$ cat config.mk
export PLATFORM = sky130hd
export DESIGN_NAME = hall_commutation_position_counter
export DESIGN_NICKNAME = d
export VERILOG_FILES = /design/src/rtl/core/hcpc_pkg.sv /design/src/rtl/core/hcpc_decode.sv /design/src/rtl/core/hall_commutation_position_counter.sv
export SDC_FILE = /design/constraint.sdc
export NUM_CORES = 1
export LEC_CHECK = 0
export BUFFER_PORTS_ARGS = -buffer_cell sky130_fd_sc_hd__clkbuf_2
export CAP_MARGIN = 10
export CORE_MARGIN = 1
export CORE_UTILIZATION = 35
export DETAILED_ROUTE_END_ITERATION = 10
export PLACE_DENSITY = 0.62
export SLEW_MARGIN = 0
export SYNTH_ARGS = -nofsm -noshare
export SYNTH_HDL_FRONTEND = slang
export SYNTH_SLANG_ARGS = --single-unit
$ cat constraint.sdc
create_clock -name clock -period 11.2 [get_ports clock]
set_clock_uncertainty 0.05 [all_clocks]
set_input_delay 2.8 -clock clock [delete_from_list [all_inputs] [get_ports clock]]
set_output_delay 2.8 -clock clock [all_outputs]
set_load 0.01 [all_outputs]
$ cat src/rtl/core/hcpc_pkg.sv
// Shared types and constants for the Hall commutation position counter.
// Used by hcpc_decode and hall_commutation_position_counter; no dependencies.
`timescale 1ns / 1ps
`default_nettype none

package hcpc_pkg;

   // Item commands.
   localparam logic CMD_SAMPLE = 1'b0;
   localparam logic CMD_TICK   = 1'b1;

   // Register indexes on the configuration port.
   localparam int unsigned CSR_INDEX_W = 3;
   localparam logic [CSR_INDEX_W-1:0] CSR_HALL_TABLE    = 3'd0;
   localparam logic [CSR_INDEX_W-1:0] CSR_DRIVE_ENABLE  = 3'd1;
   localparam logic [CSR_INDEX_W-1:0] CSR_FORWARD_ORDER = 3'd2;
   localparam logic [CSR_INDEX_W-1:0] CSR_COUNT_INVERT  = 3'd3;
   localparam logic [CSR_INDEX_W-1:0] CSR_TARGET        = 3'd4;

   // Field widths.
   localparam int unsigned CODE_W      = 3;
   localparam int unsigned TABLE_W     = 18;
   localparam int unsigned POS_W       = 32;
   localparam int unsigned TIMER_W     = 16;
   localparam int unsigned OVF_W       = 5;
   localparam int unsigned PAIR_W      = 3;
   localparam int unsigned CSR_DATA_W  = 32;
   localparam int unsigned TABLE_DEPTH = 6;

   // Reset values and limits.
   localparam logic [TABLE_W-1:0] TABLE_RESET    = 18'd183449;
   localparam logic [OVF_W-1:0]   OVERFLOW_LIMIT = 5'd20;
   localparam logic [PAIR_W-1:0]  NO_PAIR        = 3'd6;

   // Table lookup result for one Hall sample.
   typedef struct packed {
      logic              step_fwd;
      logic              step_back;
      logic [PAIR_W-1:0] pair;
   } step_info_type;

   // One result beat.
   typedef struct packed {
      logic [PAIR_W-1:0]  drive_pair;
      logic [POS_W-1:0]   position;
      logic               target_hit;
      logic               hall_fault;
      logic               restart_timer;
      logic [OVF_W-1:0]   period_overflows;
      logic [TIMER_W-1:0] period_fraction;
   } rsp_type;

endpackage

`default_nettype wire

$ cat src/rtl/core/hcpc_decode.sv
// Hall rotation table lookup: step direction from old to new code, and phase pair.
// Depends on hcpc_pkg.
`timescale 1ns / 1ps
`default_nettype none

module hcpc_decode (
   input  wire logic [hcpc_pkg::TABLE_W-1:0] hall_table,
   input  wire logic [hcpc_pkg::CODE_W-1:0]  prev_code,
   input  wire logic [hcpc_pkg::CODE_W-1:0]  new_code,
   input  wire logic                         forward_order,
   output hcpc_pkg::step_info_type           info
);

   logic [hcpc_pkg::CODE_W-1:0] entry   [hcpc_pkg::TABLE_DEPTH];
   logic [hcpc_pkg::CODE_W-1:0] ordered [hcpc_pkg::TABLE_DEPTH];

   // Split the table and build the pair order (shifted order starts at entry three).
   always_comb begin
      for (int i = 0; i < 6; i++) begin
         entry[i] = hall_table[i*3 +: 3];
      end
      for (int n = 0; n < 6; n++) begin
         ordered[n] = forward_order ? entry[n] : ((n < 3) ? entry[n+3] : entry[n-3]);
      end
   end

   // The first entry holding the old code decides; scanning downward lets the
   // lowest match overwrite the others. A forward match wins over a backward one.
   always_comb begin
      info = '{step_fwd: 1'b0, step_back: 1'b0, pair: hcpc_pkg::NO_PAIR};
      for (int i = 5; i >= 0; i--) begin
         if (entry[i] == prev_code) begin
            info.step_fwd  = (new_code == entry[(i == 5) ? 0 : i + 1]);
            info.step_back = (new_code != entry[(i == 5) ? 0 : i + 1])
                             && (new_code == entry[(i == 0) ? 5 : i - 1]);
         end
      end
      for (int n = 5; n >= 0; n--) begin
         if (ordered[n] == new_code) begin
            info.pair = 3'(5 - n);
         end
      end
   end

endmodule

`default_nettype wire

$ cat src/rtl/core/hall_commutation_position_counter.sv
// Hall commutation position counter: step counting, fault, period capture, pair select.
// Depends on hcpc_pkg and hcpc_decode.
//
// Usage:
//   Input beats (req_*) carry either a Hall sample (req_command = 0, with
//   req_hall_code and req_timer_value) or a period timer overflow tick
//   (req_command = 1). Every input beat yields exactly one result beat on rsp_*.
//   Registers are written through csr_valid/csr_ready with csr_index and
//   csr_data; csr_ready is always high, and writes belong in idle periods.
//   Throughput: one item per cycle while req_stall is low; the whole lookup,
//   the position add and the target compare sit between the input ports and
//   the result register, or the skid register behind a stalled result.
//   Stall: a stalled result holds on rsp_*. One more item is still taken into
//   a skid register; then req_stall rises until the result register drains.
//   Reset: all counters, flags and the stored Hall code clear, registers
//   return to their reset values, and pending results are dropped. The
//   first sample after reset only records its code.
`timescale 1ns / 1ps
`default_nettype none

module hall_commutation_position_counter (
   input  wire logic                                  clock,
   input  wire logic                                  reset,
   // Input channel
   input  wire logic                                  req_valid,
   output logic                                       req_stall,
   input  wire logic                                  req_command,
   input  wire logic [hcpc_pkg::CODE_W-1:0]           req_hall_code,
   input  wire logic [hcpc_pkg::TIMER_W-1:0]          req_timer_value,
   // Result channel
   output logic                                       rsp_valid,
   input  wire logic                                  rsp_stall,
   output logic [hcpc_pkg::PAIR_W-1:0]                rsp_drive_pair,
   output logic signed [hcpc_pkg::POS_W-1:0]          rsp_position,
   output logic                                       rsp_target_hit,
   output logic                                       rsp_hall_fault,
   output logic                                       rsp_restart_timer,
   output logic [hcpc_pkg::OVF_W-1:0]                 rsp_period_overflows,
   output logic [hcpc_pkg::TIMER_W-1:0]               rsp_period_fraction,
   // Configuration port
   input  wire logic                                  csr_valid,
   output logic                                       csr_ready,
   input  wire logic [hcpc_pkg::CSR_INDEX_W-1:0]      csr_index,
   input  wire logic [hcpc_pkg::CSR_DATA_W-1:0]       csr_data
);

   // Configuration registers
   logic [hcpc_pkg::TABLE_W-1:0] hall_table_ff;
   logic                         drive_enable_ff;
   logic                         forward_order_ff;
   logic                         count_invert_ff;
   logic [hcpc_pkg::POS_W-1:0]   target_ff;

   // Block state
   logic [hcpc_pkg::CODE_W-1:0]  prev_code_ff,   prev_code_in;
   logic                         prev_valid_ff,  prev_valid_in;
   logic                         armed_ff,       armed_in;
   logic [hcpc_pkg::OVF_W-1:0]   ovf_count_ff,   ovf_count_in;
   logic [hcpc_pkg::OVF_W-1:0]   cap_ovf_ff,     cap_ovf_in;
   logic [hcpc_pkg::TIMER_W-1:0] cap_frac_ff,    cap_frac_in;
   logic [hcpc_pkg::POS_W-1:0]   position_ff,    position_in;
   logic                         fault_ff,       fault_in;

   // Output register and skid stage
   hcpc_pkg::rsp_type            out_ff,         out_in;
   logic                         out_valid_ff,   out_valid_in;
   hcpc_pkg::rsp_type            skid_ff,        skid_in;
   logic                         skid_valid_ff,  skid_valid_in;

   hcpc_pkg::step_info_type      info;
   hcpc_pkg::rsp_type            result;
   logic                         accept;
   logic                         out_free;
   logic                         step;
   logic                         step_up;

   assign csr_ready = 1'b1;
   assign req_stall = skid_valid_ff;
   assign accept    = req_valid && !req_stall;
   assign out_free  = !out_valid_ff || !rsp_stall;

   // Configuration writes; unknown indexes are ignored.
   always_ff @(posedge clock) begin
      if (reset) begin
         hall_table_ff    <= hcpc_pkg::TABLE_RESET;
         drive_enable_ff  <= 1'b0;
         forward_order_ff <= 1'b1;
         count_invert_ff  <= 1'b0;
         target_ff        <= '0;
      end else if (csr_valid && csr_ready) begin
         case (csr_index)
            hcpc_pkg::CSR_HALL_TABLE:    hall_table_ff    <= csr_data[hcpc_pkg::TABLE_W-1:0];
            hcpc_pkg::CSR_DRIVE_ENABLE:  drive_enable_ff  <= csr_data[0];
            hcpc_pkg::CSR_FORWARD_ORDER: forward_order_ff <= csr_data[0];
            hcpc_pkg::CSR_COUNT_INVERT:  count_invert_ff  <= csr_data[0];
            hcpc_pkg::CSR_TARGET:        target_ff        <= csr_data[hcpc_pkg::POS_W-1:0];
            default: ;
         endcase
      end
   end

   hcpc_decode u_decode (
      .hall_table    (hall_table_ff),
      .prev_code     (prev_code_ff),
      .new_code      (req_hall_code),
      .forward_order (forward_order_ff),
      .info          (info)
   );

   // Per-item state update and result.
   always_comb begin
      prev_code_in  = prev_code_ff;
      prev_valid_in = prev_valid_ff;
      armed_in      = armed_ff;
      ovf_count_in  = ovf_count_ff;
      cap_ovf_in    = cap_ovf_ff;
      cap_frac_in   = cap_frac_ff;
      position_in   = position_ff;
      fault_in      = fault_ff;
      step          = 1'b0;
      step_up       = 1'b0;
      result.drive_pair    = hcpc_pkg::NO_PAIR;
      result.target_hit    = 1'b0;
      result.restart_timer = 1'b0;

      if (req_command == hcpc_pkg::CMD_TICK) begin
         // Overflow tick: saturating count, captured count follows it.
         if (ovf_count_ff < hcpc_pkg::OVERFLOW_LIMIT) begin
            ovf_count_in = ovf_count_ff + 1'b1;
         end
         cap_ovf_in  = ovf_count_in;
         cap_frac_in = '0;
      end else begin
         // Hall sample: count one step forward or back, otherwise fault once a previous code is held.
         step    = prev_valid_ff && (info.step_fwd || info.step_back);
         step_up = info.step_fwd ^ count_invert_ff;
         if (prev_valid_ff && !step) begin
            fault_in = 1'b1;
         end
         if (step) begin
            if (!armed_ff) begin
               armed_in     = 1'b1;
               ovf_count_in = '0;
               result.restart_timer = 1'b1;
            end else begin
               armed_in    = 1'b0;
               cap_frac_in = req_timer_value;
               cap_ovf_in  = ovf_count_ff;
            end
            position_in = step_up ? position_ff + 1'b1 : position_ff - 1'b1;
            result.target_hit = (position_in == target_ff);
         end
         prev_code_in  = req_hall_code;
         prev_valid_in = 1'b1;
         if (drive_enable_ff) begin
            result.drive_pair = info.pair;
         end
      end

      result.position         = position_in;
      result.hall_fault       = fault_in;
      result.period_overflows = cap_ovf_in;
      result.period_fraction  = cap_frac_in;
   end

   always_ff @(posedge clock) begin
      if (reset) begin
         prev_code_ff  <= '0;
         prev_valid_ff <= 1'b0;
         armed_ff      <= 1'b0;
         ovf_count_ff  <= '0;
         cap_ovf_ff    <= '0;
         cap_frac_ff   <= '0;
         position_ff   <= '0;
         fault_ff      <= 1'b0;
      end else if (accept) begin
         prev_code_ff  <= prev_code_in;
         prev_valid_ff <= prev_valid_in;
         armed_ff      <= armed_in;
         ovf_count_ff  <= ovf_count_in;
         cap_ovf_ff    <= cap_ovf_in;
         cap_frac_ff   <= cap_frac_in;
         position_ff   <= position_in;
         fault_ff      <= fault_in;
      end
   end

   // Output register with one skid entry behind it.
   always_comb begin
      out_in        = out_ff;
      out_valid_in  = out_valid_ff;
      skid_in       = skid_ff;
      skid_valid_in = skid_valid_ff;
      if (out_free) begin
         if (skid_valid_ff) begin
            out_in        = skid_ff;
            out_valid_in  = 1'b1;
            skid_valid_in = 1'b0;
         end else if (accept) begin
            out_in       = result;
            out_valid_in = 1'b1;
         end else begin
            out_valid_in = 1'b0;
         end
      end else if (accept) begin
         skid_in       = result;
         skid_valid_in = 1'b1;
      end
   end

   always_ff @(posedge clock) begin
      if (reset) begin
         out_valid_ff  <= 1'b0;
         skid_valid_ff <= 1'b0;
      end else begin
         out_valid_ff  <= out_valid_in;
         skid_valid_ff <= skid_valid_in;
      end
   end

   always_ff @(posedge clock) begin
      out_ff  <= out_in;
      skid_ff <= skid_in;
   end

   assign rsp_valid            = out_valid_ff;
   assign rsp_drive_pair       = out_ff.drive_pair;
   assign rsp_position         = out_ff.position;
   assign rsp_target_hit       = out_ff.target_hit;
   assign rsp_hall_fault       = out_ff.hall_fault;
   assign rsp_restart_timer    = out_ff.restart_timer;
   assign rsp_period_overflows = out_ff.period_overflows;
   assign rsp_period_fraction  = out_ff.period_fraction;

`ifndef SYNTHESIS
   // The skid entry only fills behind a held result.
   a_skid_behind_out: assert property (@(posedge clock) disable iff (reset)
      skid_valid_ff |-> out_valid_ff)
      else $error("skid entry valid without a result in the output register");

   // The fault flag is sticky until reset.
   a_fault_sticky: assert property (@(posedge clock) disable iff (reset)
      fault_ff |=> fault_ff)
      else $error("fault flag cleared without reset");

   // The overflow count saturates at its limit.
   a_ovf_limit: assert property (@(posedge clock) disable iff (reset)
      ovf_count_ff <= hcpc_pkg::OVERFLOW_LIMIT)
      else $error("overflow count beyond its limit");

   // A timer tick never changes the period phase or the position.
   a_tick_keeps_phase: assert property (@(posedge clock) disable iff (reset)
      (accept && req_command == hcpc_pkg::CMD_TICK)
      |=> ($stable(armed_ff) && $stable(position_ff)))
      else $error("timer tick changed period phase or position");

   // A restart request comes only with a counted step that arms the capture.
   a_restart_arms: assert property (@(posedge clock) disable iff (reset)
      (accept && result.restart_timer) |=> armed_ff)
      else $error("restart issued without arming the capture");
`endif

endmodule

`default_nettype wire

==> impl_metrics.ini <==
[run_status]
status = completed

[job]
maxCapViolations = 0

[worst_setup_path]
cpPeakStageDelay_ns = 0.58
worstSetupStartpoint = req_hall_code[0]
r2r_start = prev_code_ff[0]$_SDFFE_PP0P_
worst_r2r_endpoint = rsp_position[30]$_DFFE_PP_
startpoint_type = input port
worstSetupPathType = in2reg
worstPathCellList = clkbuf_2, xor2_1, nor3_1, o21bai_4, a22oi_4, mux2_4, nor2_2, xnor2_1, ha_1, nand2_1, or3_1, or4_4, a222oi_1, nor2_1, o221ai_1, xor2_1, mux2_2, mux2_2
r2r_cells = 17
r2r_slack_ns = 5.51
crit_end = rsp_position[30]$_DFFE_PP_
critPathCaptureType = flop
critPathRequiredTime_ns = 11.44
slowest_stage = nor3_1
worstPathMaxFanout = 23
worstPathArrival_ns = 7.90

[sta]
max_slew_margin_pct = 25.8
period_share_pct = 68.4
finalCriticalPeriod_ns = 7.66
setup_viol = 0
final_max_slew_viol_count = 0
rsz0062_at_grt = false
fmax_ghz = 0.131
tns_ns = 0
worst_slack_ns = 3.54
tightestPinTransition_ns = 1.10
hold_violations = 0

[worst_hold_path]
hold_class = reg2reg
whs_path_depth = 2

[synth]
synth_cell_types = 87
synth_edf_count = 118
synthFlopType = dfxtp_1
ys_warn_count = 0
seq_area_frac_synth_pct = 44.5
syn_avg_cell_area_um2 = 9.02
synthCells = 1477
synth-seq-cells = 237
syn_nets = 1541
synthArstFlopShare_pct = 0
syn-cell-area_um2 = 13300

[clocking]
clk_pin_slew_ns = 0.06
cts_setup_buffers = 0
clock_latency_ns = 0.55
holdBufCountCts = 0
cts_buffer_depth = 3
htreeDepth = 1
clock-sinks = 237
post_cts_resized = 0
numCtsBuffers = 27
clock_tree.root_cell = clkbuf_16
cts_tree = done

[die]
dieArea_um2 = 38800
chipHeight_um = 197
pin_count = 122
num_rows = 71
die_w_um = 197
coreArea_um2 = 37600
start_util_pct = 35.4

[finish]
final-instance-count-excl-fill = 2065
final_area_um2 = 15100
antennaDiodeCount = 0
num-fill-cells = 3823
layout-drive-gt1-share_pct = 17.7
fin_nets = 1598
syn_to_final_growth_pct = 13.6

[place]
port_buffers = 120
dpl.hpwl_um = 29800
place_congestion = 0.967
pre_cts_ws_ns = 3.08
placed_cells = 2016
place_area_um2 = 14300

[pwr]
p_per_area_nw_per_um2 = 150
power_mw = 2.27
cellLeakagePower_nw = 5.59
vdd_drop_max_uv = 83.3

[routing]
firstDrtPassIters = 5
route.detailed.drc = 0
wl_per_cell_um = 20.3
ant_nets = 0
wl_um = 41900
via_per_inst = 5.35
drtIter0Drc = 801
vias = 11000

[global_route]
antenna_found_initial = 0
grt-ovfl-total = 0
grt_pass1_wl_um = 63800
grt_max_degree = 72
grtUsageTotal_pct = 21.4
grt_pass1_vias = 10500
-- placed cells by master, fill, tap and decap left out, drive strengths merged, types with 8 or more instances in the layout --
cell type,n
a21oi,109
and2,9
and3,16
buf,19
clkbuf,151
clkinv,11
dfxtp,119
edfxtp,118
inv,13
mux2,56
mux2i,34
nand2,272
nand3,43
nand3b,12
nand4,15
nor2,127
nor2b,8
nor3,32
nor4,19
o21ai,56
o31ai,18
or3,29
or4,8
xnor2,73
xor2,66
-- where the power goes --
group	total, mW	leakage [nW]	switching [mW]	internal [mW]
combinational	0.426	3.09	0.277	0.149
sequential	0.962	2.08	0.0224	0.939
clock	0.880	0.421	0.364	0.516
total	2.27	5.59	0.664	1.60
-- logic make-up (layout without fill, tap and decap cells) --
family / Yosys count / after routing / synth area share (%)
fa+ha+maj: 4 / 4 / 0.376
buf+inv: 122 / 199 / 3.89
simple gates: 614 / 614 / 21.5
other cells: 1 / 1 / 0.0282
compound gates: 269 / 269 / 13.0
xor+xnor: 140 / 140 / 9.42
mux: 90 / 90 / 7.32
flops: 237 / 237 / 44.5
-- routing by layer --
| metal | track usage (%) | vias to the layer above | wire length (µm) |
|---|---|---|---|
| met4 | 6.49 | 0 | 1060 |
| met1 | 29.6 | 5312 | 19200 |
| met2 | 35.0 | 341 | 19500 |
| met5 | 0 | - | 0 |
| li1 | - | 5333 | - |
| met3 | 2.34 | 59 | 2190 |
-- stage by stage --
stage	util [%]	hold slack [ns]
finish	40.3	0.404
floorplan	-	0.386
global route	40.3	0.421
detailed placement	38.0	0.397
global placement	38.0	0.392
CTS	40.3	0.406
-- cell usage after synthesis, types with 5 or more instances --
library cell | instances | area, µm²
a21o_1 | 5 | 37.5
a21oi_1 | 109 | 546
a31oi_1 | 7 | 43.8
and2_1 | 9 | 56.3
and3_1 | 16 | 100
buf_1 | 9 | 33.8
buf_2 | 9 | 45.0
buf_4 | 5 | 37.5
clkbuf_1 | 83 | 312
dfxtp_1 | 119 | 2380
edfxtp_1 | 118 | 3540
inv_1 | 11 | 41.3
mux2_2 | 55 | 619
mux2i_1 | 34 | 340
nand2_1 | 272 | 1020
nand3_1 | 41 | 205
nand3b_1 | 12 | 90.1
nand4_1 | 15 | 93.8
nor2_1 | 126 | 473
nor2b_1 | 8 | 50.1
nor3_1 | 28 | 140
nor4_1 | 19 | 119
o211ai_1 | 6 | 45.0
o21ai_0 | 52 | 260
o22ai_1 | 5 | 31.3
o31ai_1 | 17 | 128
or2_2 | 6 | 37.5
or3_1 | 29 | 181
or4_1 | 6 | 45.0
xnor2_1 | 71 | 622
xor2_1 | 66 | 578
-- worst max-delay path: cells and delay by family --
| family | cells | cell delay, ns |
|---|---|---|
| xor gates and xnor gates | 3 | 0.48 |
| and+or+nand+nor | 6 | 2.06 |
| AOI/OAI and AO/OA | 4 | 1.02 |
| buffers and inverters | 1 | 0.22 |
| adders and majority gates | 1 | 0.27 |
| muxes | 3 | 1.03 |
-- area by class of cell --
type	instances	area, µm²	area share, %
Tap cell	511	639	4.23
Clock buffer	32	704	4.66
Sequential cell	237	5930	39.2
Inverter	12	45.0	0.298
Multi-Input combinational cell	1118	6910	45.7
Clock inverter	17	161	1.07
Timing Repair Buffer	138	738	4.88
-- how the worst min path moves through the flow --
stage	slack, ns	end	startpoint
after floorplan	0.39	cap_frac_ff[0]$_SDFFE_PP0P_	cap_frac_ff[0]$_SDFFE_PP0P_
after global placement	0.39	cap_frac_ff[4]$_SDFFE_PP0P_	cap_frac_ff[4]$_SDFFE_PP0P_
after detailed placement	0.40	cap_frac_ff[2]$_SDFFE_PP0P_	cap_frac_ff[2]$_SDFFE_PP0P_
after CTS	0.41	cap_frac_ff[2]$_SDFFE_PP0P_	cap_frac_ff[2]$_SDFFE_PP0P_
after global routing	0.42	cap_frac_ff[13]$_SDFFE_PP0P_	cap_frac_ff[13]$_SDFFE_PP0P_
final	0.40	cap_frac_ff[2]$_SDFFE_PP0P_	cap_frac_ff[2]$_SDFFE_PP0P_
-- state kept, by name, indices dropped and copies added (netlist names) --
signal                flops
rsp_hall_fault            1
rsp_drive_pair            3
rsp_position             32
prev_valid_ff             1
drive_enable_ff           1
prev_code_ff              3
forward_order_ff          1
position_ff              32
rsp_target_hit            1
rsp_period_fraction      16
req_stall                 1
armed_ff                  1
cap_frac_ff              16
skid_ff                  59
fault_ff                  1
target_ff                32
count_invert_ff           1
ovf_count_ff              5
cap_ovf_ff                5
rsp_restart_timer         1
rsp_period_overflows      5
rsp_valid                 1
hall_table_ff            18
Power figures use the tool's default switching activity.
